===== config.mk =====
export PLATFORM = sky130hd
export DESIGN_NAME = romu_quad_keystream_cipher_flat
export DESIGN_NICKNAME = d
export VERILOG_FILES = /design/src/rtl/rqk_pkg.sv /design/src/rtl/rqk_if.sv /design/src/rtl/rqk_front.sv /design/src/rtl/rqk_fifo.sv /design/src/rtl/rqk_back.sv /design/src/rtl/romu_quad_keystream_cipher.sv /design/src/flat_wrapper.sv
export SDC_FILE = /design/constraint.sdc
export NUM_CORES = 2
export LEC_CHECK = 0
export ABC_AREA = 1
export BUFFER_PORTS_ARGS = -buffer_cell sky130_fd_sc_hd__buf_2
export CORE_ASPECT_RATIO = 2
export CORE_MARGIN = 5
export CORE_UTILIZATION = 65
export DETAILED_ROUTE_END_ITERATION = 12
export GPL_TIMING_DRIVEN = 0
export PLACE_DENSITY_LB_ADDON = 0.08
export SLEW_MARGIN = 20
export SYNTH_ARGS = -nofsm -noshare
export SYNTH_HDL_FRONTEND = slang
export SYNTH_SLANG_ARGS = --single-unit

===== constraint.sdc =====
create_clock -name clk -period 8.95 [get_ports clk]
set_input_delay 0.4475 -clock clk [delete_from_list [all_inputs] [get_ports clk]]
set_output_delay 0.4475 -clock clk [all_outputs]
set_load 0.02 [all_outputs]

===== src/rtl/rqk_pkg.sv =====
`timescale 1ns / 1ps

package rqk_pkg;

  localparam int QUEUE_DEPTH_DEFAULT = 2;

  localparam logic [63:0] ROMU_MULT = 64'd15241094284759029579;
  localparam logic [31:0] MULT_LO   = ROMU_MULT[31:0];
  localparam logic [31:0] MULT_HI   = ROMU_MULT[63:32];
  localparam int unsigned ROT_W     = 52;
  localparam int unsigned ROT_Z     = 19;

  localparam logic [1:0] KIND_CLEAR = 2'd0;
  localparam logic [1:0] KIND_KEY   = 2'd1;
  localparam logic [1:0] KIND_DATA  = 2'd2;

  typedef enum logic [1:0] {
    OP_CLEAR,
    OP_KEY,
    OP_DATA
  } op_t;

  typedef struct packed {
    op_t        op;
    logic [7:0] value;
    logic       last;
    logic [2:0] kpos;
  } item_t;

  // sign-extended key byte placed at byte lane (kpos + off) mod 8
  function automatic logic [63:0] lane_mask(input logic [7:0] kb, input logic [2:0] kpos,
                                            input logic [2:0] off);
    logic [63:0] kv;
    logic [2:0]  lane;
    kv   = {{56{kb[7]}}, kb};
    lane = kpos + off;
    return kv << {lane, 3'b000};
  endfunction

  function automatic logic [63:0] rotl64(input logic [63:0] v, input int unsigned r);
    return (v << r) | (v >> (64 - r));
  endfunction

endpackage


===== src/rtl/rqk_if.sv =====
`timescale 1ns / 1ps

interface rqk_in_if;
  logic       valid;
  logic       ready;
  logic [1:0] kind;
  logic [7:0] value;
  logic       last;

  modport source (output valid, output kind, output value, output last, input ready);
  modport sink (input valid, input kind, input value, input last, output ready);
endinterface

interface rqk_out_if;
  logic       valid;
  logic       ready;
  logic [7:0] out_byte;
  logic       out_last;

  modport source (output valid, output out_byte, output out_last, input ready);
  modport sink (input valid, input out_byte, input out_last, output ready);
endinterface


===== src/rtl/rqk_front.sv =====
`timescale 1ns / 1ps

module rqk_front
  import rqk_pkg::*;
(
  input  logic   clk,
  input  logic   rst,
  rqk_in_if.sink din,
  input  logic   full,
  output logic   push,
  output item_t  push_item
);

  logic [2:0] key_pos;
  logic       accept;

  assign din.ready = !full;
  assign accept    = din.valid && !full;

  always_comb begin
    push_item.value = din.value;
    push_item.last  = din.last;
    push_item.kpos  = key_pos;
    push_item.op    = OP_CLEAR;
    push            = 1'b0;
    case (din.kind)
      KIND_CLEAR: begin
        push_item.op = OP_CLEAR;
        push         = accept;
      end
      KIND_KEY: begin
        push_item.op = OP_KEY;
        push         = accept;
      end
      KIND_DATA: begin
        push_item.op = OP_DATA;
        push         = accept;
      end
      default: begin
        // unused kind is taken and dropped
        push = 1'b0;
      end
    endcase
  end

  always_ff @(posedge clk) begin
    if (rst) begin
      key_pos <= '0;
    end else if (accept) begin
      if (din.kind == KIND_CLEAR) begin
        key_pos <= '0;
      end else if (din.kind == KIND_KEY) begin
        key_pos <= key_pos + 3'd1;
      end
    end
  end

endmodule


===== src/rtl/rqk_fifo.sv =====
`timescale 1ns / 1ps

module rqk_fifo
  import rqk_pkg::*;
#(
  parameter int DEPTH = QUEUE_DEPTH_DEFAULT
) (
  input  logic  clk,
  input  logic  rst,
  input  logic  push,
  input  item_t push_item,
  output logic  full,
  input  logic  pop,
  output logic  head_valid,
  output item_t head
);

  localparam int PW = (DEPTH > 1) ? $clog2(DEPTH) : 1;
  localparam int CW = $clog2(DEPTH + 1);

  item_t          mem [DEPTH];
  logic [PW-1:0]  wr_ptr;
  logic [PW-1:0]  rd_ptr;
  logic [CW-1:0]  count;

  assign full       = (count == CW'(DEPTH));
  assign head_valid = (count != '0);
  assign head       = mem[rd_ptr];

  function automatic logic [PW-1:0] ptr_inc(input logic [PW-1:0] p);
    return (p == PW'(DEPTH - 1)) ? '0 : p + 1'b1;
  endfunction

  always_ff @(posedge clk) begin
    if (push) begin
      mem[wr_ptr] <= push_item;
    end
  end

  always_ff @(posedge clk) begin
    if (rst) begin
      wr_ptr <= '0;
      rd_ptr <= '0;
      count  <= '0;
    end else begin
      if (push) begin
        wr_ptr <= ptr_inc(wr_ptr);
      end
      if (pop) begin
        rd_ptr <= ptr_inc(rd_ptr);
      end
      if (push && !pop) begin
        count <= count + 1'b1;
      end else if (pop && !push) begin
        count <= count - 1'b1;
      end
    end
  end

endmodule


===== src/rtl/rqk_back.sv =====
`timescale 1ns / 1ps

module rqk_back
  import rqk_pkg::*;
(
  input  logic       clk,
  input  logic       rst,
  input  logic       head_valid,
  input  item_t      head,
  output logic       pop,
  rqk_out_if.source  dout
);

  // w is held as partial products of the multiply, XORed with a key mask
  logic [63:0] p0;
  logic [31:0] p1;
  logic [31:0] p2;
  logic [63:0] w_mask;
  logic [63:0] gen_x;
  logic [63:0] gen_y;
  logic [63:0] gen_z;

  logic        out_valid;
  logic [7:0]  out_byte;
  logic        out_last;

  logic        out_free;
  logic [63:0] w_cur;
  logic [31:0] w_hi;
  logic [63:0] p0_next;
  logic [31:0] p1_next;
  logic [31:0] p2_next;
  logic [63:0] x_next;
  logic [63:0] z_next;
  logic [63:0] yw_sum;

  assign out_free = !out_valid || dout.ready;
  assign pop      = head_valid && ((head.op != OP_DATA) || out_free);

  assign dout.valid    = out_valid;
  assign dout.out_byte = out_byte;
  assign dout.out_last = out_last;

  always_comb begin
    w_hi    = p0[63:32] + p1 + p2;
    w_cur   = {w_hi, p0[31:0]} ^ w_mask;
    x_next  = gen_z + rotl64(w_cur, ROT_W);
    yw_sum  = gen_y + w_cur;
    z_next  = rotl64(yw_sum, ROT_Z);
    p0_next = gen_z[31:0] * MULT_LO;
    p1_next = gen_z[63:32] * MULT_LO;
    p2_next = gen_z[31:0] * MULT_HI;
  end

  always_ff @(posedge clk) begin
    if (rst) begin
      p0     <= '0;
      p1     <= '0;
      p2     <= '0;
      w_mask <= '0;
      gen_x  <= '0;
      gen_y  <= '0;
      gen_z  <= '0;
    end else if (pop) begin
      case (head.op)
        OP_CLEAR: begin
          p0     <= '0;
          p1     <= '0;
          p2     <= '0;
          w_mask <= '0;
          gen_x  <= '0;
          gen_y  <= '0;
          gen_z  <= '0;
        end
        OP_KEY: begin
          w_mask <= w_mask ^ lane_mask(head.value, head.kpos, 3'd0);
          gen_x  <= gen_x ^ lane_mask(head.value, head.kpos, 3'd1);
          gen_y  <= gen_y ^ lane_mask(head.value, head.kpos, 3'd2);
          gen_z  <= gen_z ^ lane_mask(head.value, head.kpos, 3'd3);
        end
        OP_DATA: begin
          p0     <= p0_next;
          p1     <= p1_next;
          p2     <= p2_next;
          w_mask <= '0;
          gen_x  <= x_next;
          gen_y  <= gen_y - gen_x;
          gen_z  <= z_next;
        end
        default: begin
          w_mask <= w_mask;
        end
      endcase
    end
  end

  always_ff @(posedge clk) begin
    if (rst) begin
      out_valid <= 1'b0;
    end else if (pop && (head.op == OP_DATA)) begin
      out_valid <= 1'b1;
    end else if (dout.ready) begin
      out_valid <= 1'b0;
    end
  end

  always_ff @(posedge clk) begin
    if (pop && (head.op == OP_DATA)) begin
      out_byte <= head.value ^ gen_x[7:0];
      out_last <= head.last;
    end
  end

endmodule


===== src/rtl/romu_quad_keystream_cipher.sv =====
`timescale 1ns / 1ps
// path: a data byte is stored in the queue; its result is registered at the output when popped
// throughput: one item per cycle unless dout.ready is low, set by the generator step in the back end
//   (multiply split into partial products of 32-bit halves, summed in the next step)
// reset: synchronous rst zeroes the generator words, key position, queue and output valid flag

module romu_quad_keystream_cipher
  import rqk_pkg::*;
#(
  parameter int QUEUE_DEPTH = QUEUE_DEPTH_DEFAULT
) (
  input  logic      clk,
  input  logic      rst,
  rqk_in_if.sink    din,
  rqk_out_if.source dout
);

  logic  full;
  logic  push;
  item_t push_item;
  logic  pop;
  logic  head_valid;
  item_t head;

  rqk_front u_front (
    .clk       (clk),
    .rst       (rst),
    .din       (din),
    .full      (full),
    .push      (push),
    .push_item (push_item)
  );

  rqk_fifo #(
    .DEPTH (QUEUE_DEPTH)
  ) u_fifo (
    .clk        (clk),
    .rst        (rst),
    .push       (push),
    .push_item  (push_item),
    .full       (full),
    .pop        (pop),
    .head_valid (head_valid),
    .head       (head)
  );

  rqk_back u_back (
    .clk        (clk),
    .rst        (rst),
    .head_valid (head_valid),
    .head       (head),
    .pop        (pop),
    .dout       (dout)
  );

endmodule

===== src/flat_wrapper.sv =====
// flat-port wrapper written by rule: the top's interface ports become plain ports
module romu_quad_keystream_cipher_flat import rqk_pkg::*;
#(
  parameter int QUEUE_DEPTH = QUEUE_DEPTH_DEFAULT
)
  (clk, rst, din_valid, din_kind, din_value, din_last, din_ready, dout_valid, dout_out_byte, dout_out_last, dout_ready);
  rqk_in_if din_i ();
  rqk_out_if dout_i ();
  input  logic clk;
  input  logic rst;
  input wire logic [$bits(din_i.valid)-1:0] din_valid;
  input wire logic [$bits(din_i.kind)-1:0] din_kind;
  input wire logic [$bits(din_i.value)-1:0] din_value;
  input wire logic [$bits(din_i.last)-1:0] din_last;
  output wire logic [$bits(din_i.ready)-1:0] din_ready;
  output wire logic [$bits(dout_i.valid)-1:0] dout_valid;
  output wire logic [$bits(dout_i.out_byte)-1:0] dout_out_byte;
  output wire logic [$bits(dout_i.out_last)-1:0] dout_out_last;
  input wire logic [$bits(dout_i.ready)-1:0] dout_ready;
  assign din_i.valid = din_valid;
  assign din_i.kind = din_kind;
  assign din_i.value = din_value;
  assign din_i.last = din_last;
  assign din_ready = din_i.ready;
  assign dout_valid = dout_i.valid;
  assign dout_out_byte = dout_i.out_byte;
  assign dout_out_last = dout_i.out_last;
  assign dout_i.ready = dout_ready;
  romu_quad_keystream_cipher #(.QUEUE_DEPTH(QUEUE_DEPTH)) u_core (.clk(clk), .rst(rst), .din(din_i), .dout(dout_i));
endmodule

==> flow_metrics.tcl, run 1 <==
set metrics [dict create \
    synth_edf_count 37 \
    ctsHoldBuffers 0 \
    cts_root_buf "clkbuf_16" \
    grt_usage_pct 84.6 \
    die_h_um 474 \
    post_cts_buffers 0 \
    haltStage "global routing" \
    synth_fp_nets 11619 \
    yosysWarnings 0 \
    io_buffers 24 \
    ys_types 57 \
    clockBufferDepth 3 \
    avgSynthCellArea_um2 7.01 \
    initial_core_util_pct 65.4 \
    pin_count 26 \
    grt_pass1_vias 92224 \
    synth_ff_type "dfxtp_1" \
    dieWidth_um 242 \
    synthCells 10002 \
    dp_hpwl_um 333000 \
    clkSinkCount 421 \
    overflow 5728 \
    synth_area_um2 70100 \
    grt_max_degree 21 \
    cts-htree-levels 2 \
    finalWeightedCongestion 1.50 \
    cts_made_buffers 38 \
    dp_slack_ns 0.592 \
    ctsResizeCount 0 \
    outcome "did not finish" \
    yosysSeqAreaShare_pct 12.5 \
    synth_seq_cells 421 \
    grt_pass1_wl_um 745000 \
    synth-async-reset-ratio_pct 0 \
    error_line "[ERROR GRT-0116] Global routing finished with congestion. Check the congestion regions in the DRC Viewer." \
    std_cell_rows 170 \
]
-- Yosys cell counts (all sizes together), types with 2 or more instances --
master / number / area share, %
nand2: 2085 / 11
nand3: 494 / 3.5
o32ai: 10 / 0.12
o21bai: 66 / 0.71
nor3b: 8 / 0.086
o211ai: 8 / 0.086
inv: 1909 / 10
clkinv: 2 / 0.011
a211oi: 6 / 0.064
nand4: 80 / 0.71
fa: 736 / 21
and2: 4 / 0.036
buf: 65 / 0.57
o2111ai: 3 / 0.037
a221oi: 2 / 0.025
dfxtp: 384 / 11
nor3: 103 / 0.74
o21a: 8 / 0.096
or2: 106 / 0.95
a21o: 33 / 0.35
a21boi: 15 / 0.16
o31ai: 5 / 0.054
clkbuf: 139 / 0.74
and3: 31 / 0.28
a31oi: 32 / 0.29
a21oi: 1056 / 7.5
xor2: 144 / 1.8
o22ai: 27 / 0.24
o221ai: 2 / 0.025
ha: 866 / 15
edfxtp: 37 / 1.6
nor4: 32 / 0.29
xnor2: 60 / 0.75
nor2: 771 / 4.2
nand3b: 41 / 0.44
o21ai: 625 / 4.5
a32o: 3 / 0.043
-- layer usage --
layer | global-route usage (%) | GRT overflow
met1 | 76.3 | 60
met2 | 113 | 4416
met3 | 62.3 | 69
met4 | 92.0 | 1178
met5 | 28.4 | 5
-- through the flow --
stage	instance area, um^2	std cells
floorplan	70100	10002
global placement	72000	11402
detailed placement	72000	11404
CTS	73300	11472
-- kinds of logic after synthesis --
group                      after synthesis  share of synthesized area [%]
muxes                                    2                         0.0303
xor gates and xnor gates               204                           2.55
DFF                                    421                           12.5
buffers and inverters                 2115                           11.6
adders and majority gates             1602                           36.5
and+or+nand+nor                       3756                           22.5
AOI/OAI and AO/OA                     1902                           14.3
==> inputs of run 2 (changes only) <==
CORE_ASPECT_RATIO = default   (was 2)
CORE_UTILIZATION = 40   (was 65)
PLACE_DENSITY_LB_ADDON = 0.15   (was 0.08)
==> flow_metrics.tcl, run 2 <==
set metrics [dict create \
    outcome "finished clean" \
    dp_hpwl_um 332000 \
    avgSynthCellArea_um2 7.01 \
    switching_share_pct 64.7 \
    via_per_inst 5.69 \
    p_int_mw 9.03 \
    clockBufferDepth 3 \
    post_dp_cell_area_um2 73600 \
    critPathLaunchType "flop" \
    synthTopCellsByArea "fa_1 21%, ha_1 15%, nand2_1 11%, dfxtp_1 11%, inv_1 10%" \
    yosysWarnings 0 \
    finalSetupViolations 0 \
    regArea_um2 8840 \
    insertion_delay_ns 0.70 \
    synth_compound_area_share_pct 14.3 \
    finalWeightedCongestion 1.08 \
    design_area_um2 75500 \
    worstSetupPathType "reg2reg" \
    multi_input_area_um2 53200 \
    synthCells 10002 \
    final_nets 11724 \
    cp_slowest_stage_delay_ns 0.87 \
    initial_core_util_pct 40.2 \
    seqPwrFrac_pct 11.6 \
    netlist_top_cells_count "2077 x nand2_1, 1896 x inv_1, 1056 x a21oi_1" \
    synth_ff_type "dfxtp_1" \
    synth_area_um2 70100 \
    utilization_pct 43.3 \
    irDropWorstVdd_mv 0.335 \
    synth_edf_count 37 \
    cpLargestDelayFamily "adder cells" \
    hp-class "in2reg" \
    critPathArrivalTime_ns 9.24 \
    wl_um 378000 \
    clk_pin_slew_ns 0.07 \
    overflow 0 \
    synth_xor_area_share_pct 2.55 \
    critPathSlowestCell "dfxtp_2" \
    yosysMostFrequentCell "nand2_1" \
    timing.final.hold_violations 0 \
    clkSinkCount 421 \
    cts_root_buf "clkbuf_16" \
    drive_above_1_share_pct 3.50 \
    crit_required_ns 9.55 \
    synth_seq_cells 421 \
    slew_viol_final 0 \
    clock_skew_ns 0.0605 \
    cts-htree-levels 2 \
    grt_pass1_wl_um 517000 \
    cp_common_cell "fa_1" \
    vias 71075 \
    pin_count 26 \
    period_needed_ns 8.63 \
    area_growth_pct 7.70 \
    io_buffers 24 \
    final_common_cell "nand2_1" \
    power_density_nw_per_um2 339 \
    switchingPower_mw 16.5 \
    first_iter_violations 8315 \
    reg2reg_slack_ns 0.32 \
    cp.buffers_inverters 6 \
    coreArea_um2 174000 \
    synth_fa_ha_area_share_pct 36.5 \
    slew_headroom_pct 12.3 \
    grt_usage_pct 39.9 \
    fmax_mhz 116 \
    synth_top_area_share_pct 21.0 \
    drt_first_pass_iters 7 \
    wire_per_inst_um 30.3 \
    drc 0 \
    clkPwrFrac_pct 8.8 \
    nFillCells 18760 \
    most-common-layout-cells "2077 x nand2_1, 1896 x inv_1, 1056 x a21oi_1" \
    min_period_over_period_pct 96.5 \
    dieArea_um2 184000 \
    die_h_um 429 \
    r2r_cells 26 \
    synth-async-reset-ratio_pct 0 \
    synth_top_family_by_area "adder cells" \
    maxCapViolCount 0 \
    worst_slew_pin_slew_ns 1.31 \
    antenna_left 0 \
    min_path_cells 4 \
    ys_types 57 \
    yosysSeqAreaShare_pct 12.5 \
    p_leak_nw 38.6 \
    grt_setup_unrepaired "no" \
    synth_fp_nets 11619 \
    power.total_mw 25.6 \
    std_cell_rows 153 \
    antenna_found_initial 25 \
    grt_max_degree 19 \
    cp.depth 26 \
    cts_tree "built" \
    synth_mux_area_share_pct 0.0303 \
    dieWidth_um 429 \
    cts_made_buffers 51 \
    worstSetupEndpointType "flop" \
    critPathMaxFanout 16 \
    grt_pass1_vias 69150 \
    synth_top_area_cell "fa_1" \
    synthSimpleGateAreaFrac_pct 22.5 \
    pwr-share-comb_pct 79.7 \
]
## run 2: cell counts after synthesis
No cell type changed its count.
## run 2: cell families (layout without fill, tap and decap cells)
| group | Yosys count | count (layout) |
|---|---|---|
| AOI/OAI and AO/OA | 1902 | 1902 |
| other | 0 | 20 |
| and+or+nand+nor | 3756 | 3756 |
| muxes | 2 | 2 |
| buffers and inverters | 2115 | 2262 |
| xor gates and xnor gates | 204 | 204 |
| DFF | 421 | 421 |
| adders and majority gates | 1602 | 1602 |
## run 2: path summary, 6_finish.rpt
check / start / endpoint
worst min-delay path: dout_ready / u_core.u_back.dout.valid
worst min register to register: u_core.u_fifo.rd_ptr / u_core.u_fifo.rd_ptr
worst max-delay path: u_core.u_back.gen_z[6] / u_core.u_back.p0[59]
worst max register to register: u_core.u_back.gen_z[6] / u_core.u_back.p0[59]
## run 2: power by group through the flow
stage | clock [mW] | sequential [mW] | combinational, mW
final | 2.24 | 2.95 | 20.4
after global routing | 2.32 | 2.92 | 21.8
after CTS | 2.24 | 2.93 | 19.6
after detailed placement | 0 | 2.97 | 19.5
after global placement | 0 | 3.03 | 19.2
after floorplan | 0 | 2.51 | 11.7
## run 2: area by class of cell
cell class,instances,share of cell area [%]
Clock buffer,73,1.94
Multi-Input combinational cell,7466,70.5
Inverter,1911,9.51
Tap cell,2325,3.85
Antenna cell,20,0.0663
Clock inverter,22,0.379
Buffer,204,1.25
Sequential cell,421,11.7
Timing Repair Buffer,52,0.787
## run 2: metrics by stage
step                      setup WS, ns  TNS (ns)  hold WS, ns  cells
final                            0.316         0       0.0750  12494
after global routing             0.380         0       0.0348  12474
after CTS                        0.430         0       0.0222  12474
after detailed placement         0.425         0        0.447  12371
after global placement          -0.726     -1.53        0.436  12351
after floorplan                   2.63         0        0.426  10002
## run 2: worst register-to-register path, cell delays in order, from the launching register on
cell     delay [ns]
dfxtp_2        0.87
ha_1           0.37
inv_1          0.12
fa_1           0.48
inv_1          0.09
fa_1           0.41
inv_1          0.09
fa_1           0.41
inv_1          0.08
fa_1           0.45
fa_1           0.50
fa_1           0.49
inv_1          0.05
fa_1           0.48
inv_1          0.04
ha_1           0.34
a21oi_1        0.26
o21ai_0        0.39
a21oi_1        0.71
nand3_1        0.51
nand2_1        0.16
nand2_1        0.19
nand3_1        0.17
nand2_1        0.07
nand2_1        0.06
nand3_1        0.50
a21oi_1        0.30
## run 2: repair_timing
item,4_1_cts,5_1_grt
endpoints found under the setup margin,0,0
gates resized for setup,0,0
buffers inserted,0,0
hold endpoints to repair,16,0
hold buffers,8,0
## run 2: routing by layer
layer / up-vias / GRT usage [%] / share of wire, %
met5: - / 0.208 / 0.0069
met4: 4 / 30.5 / 9.6
met3: 920 / 8.85 / 8.9
met2: 3534 / 61.4 / 43
met1: 34359 / 48.5 / 38
li1: 32258 / - / -
(Power assumes the default switching activity.)
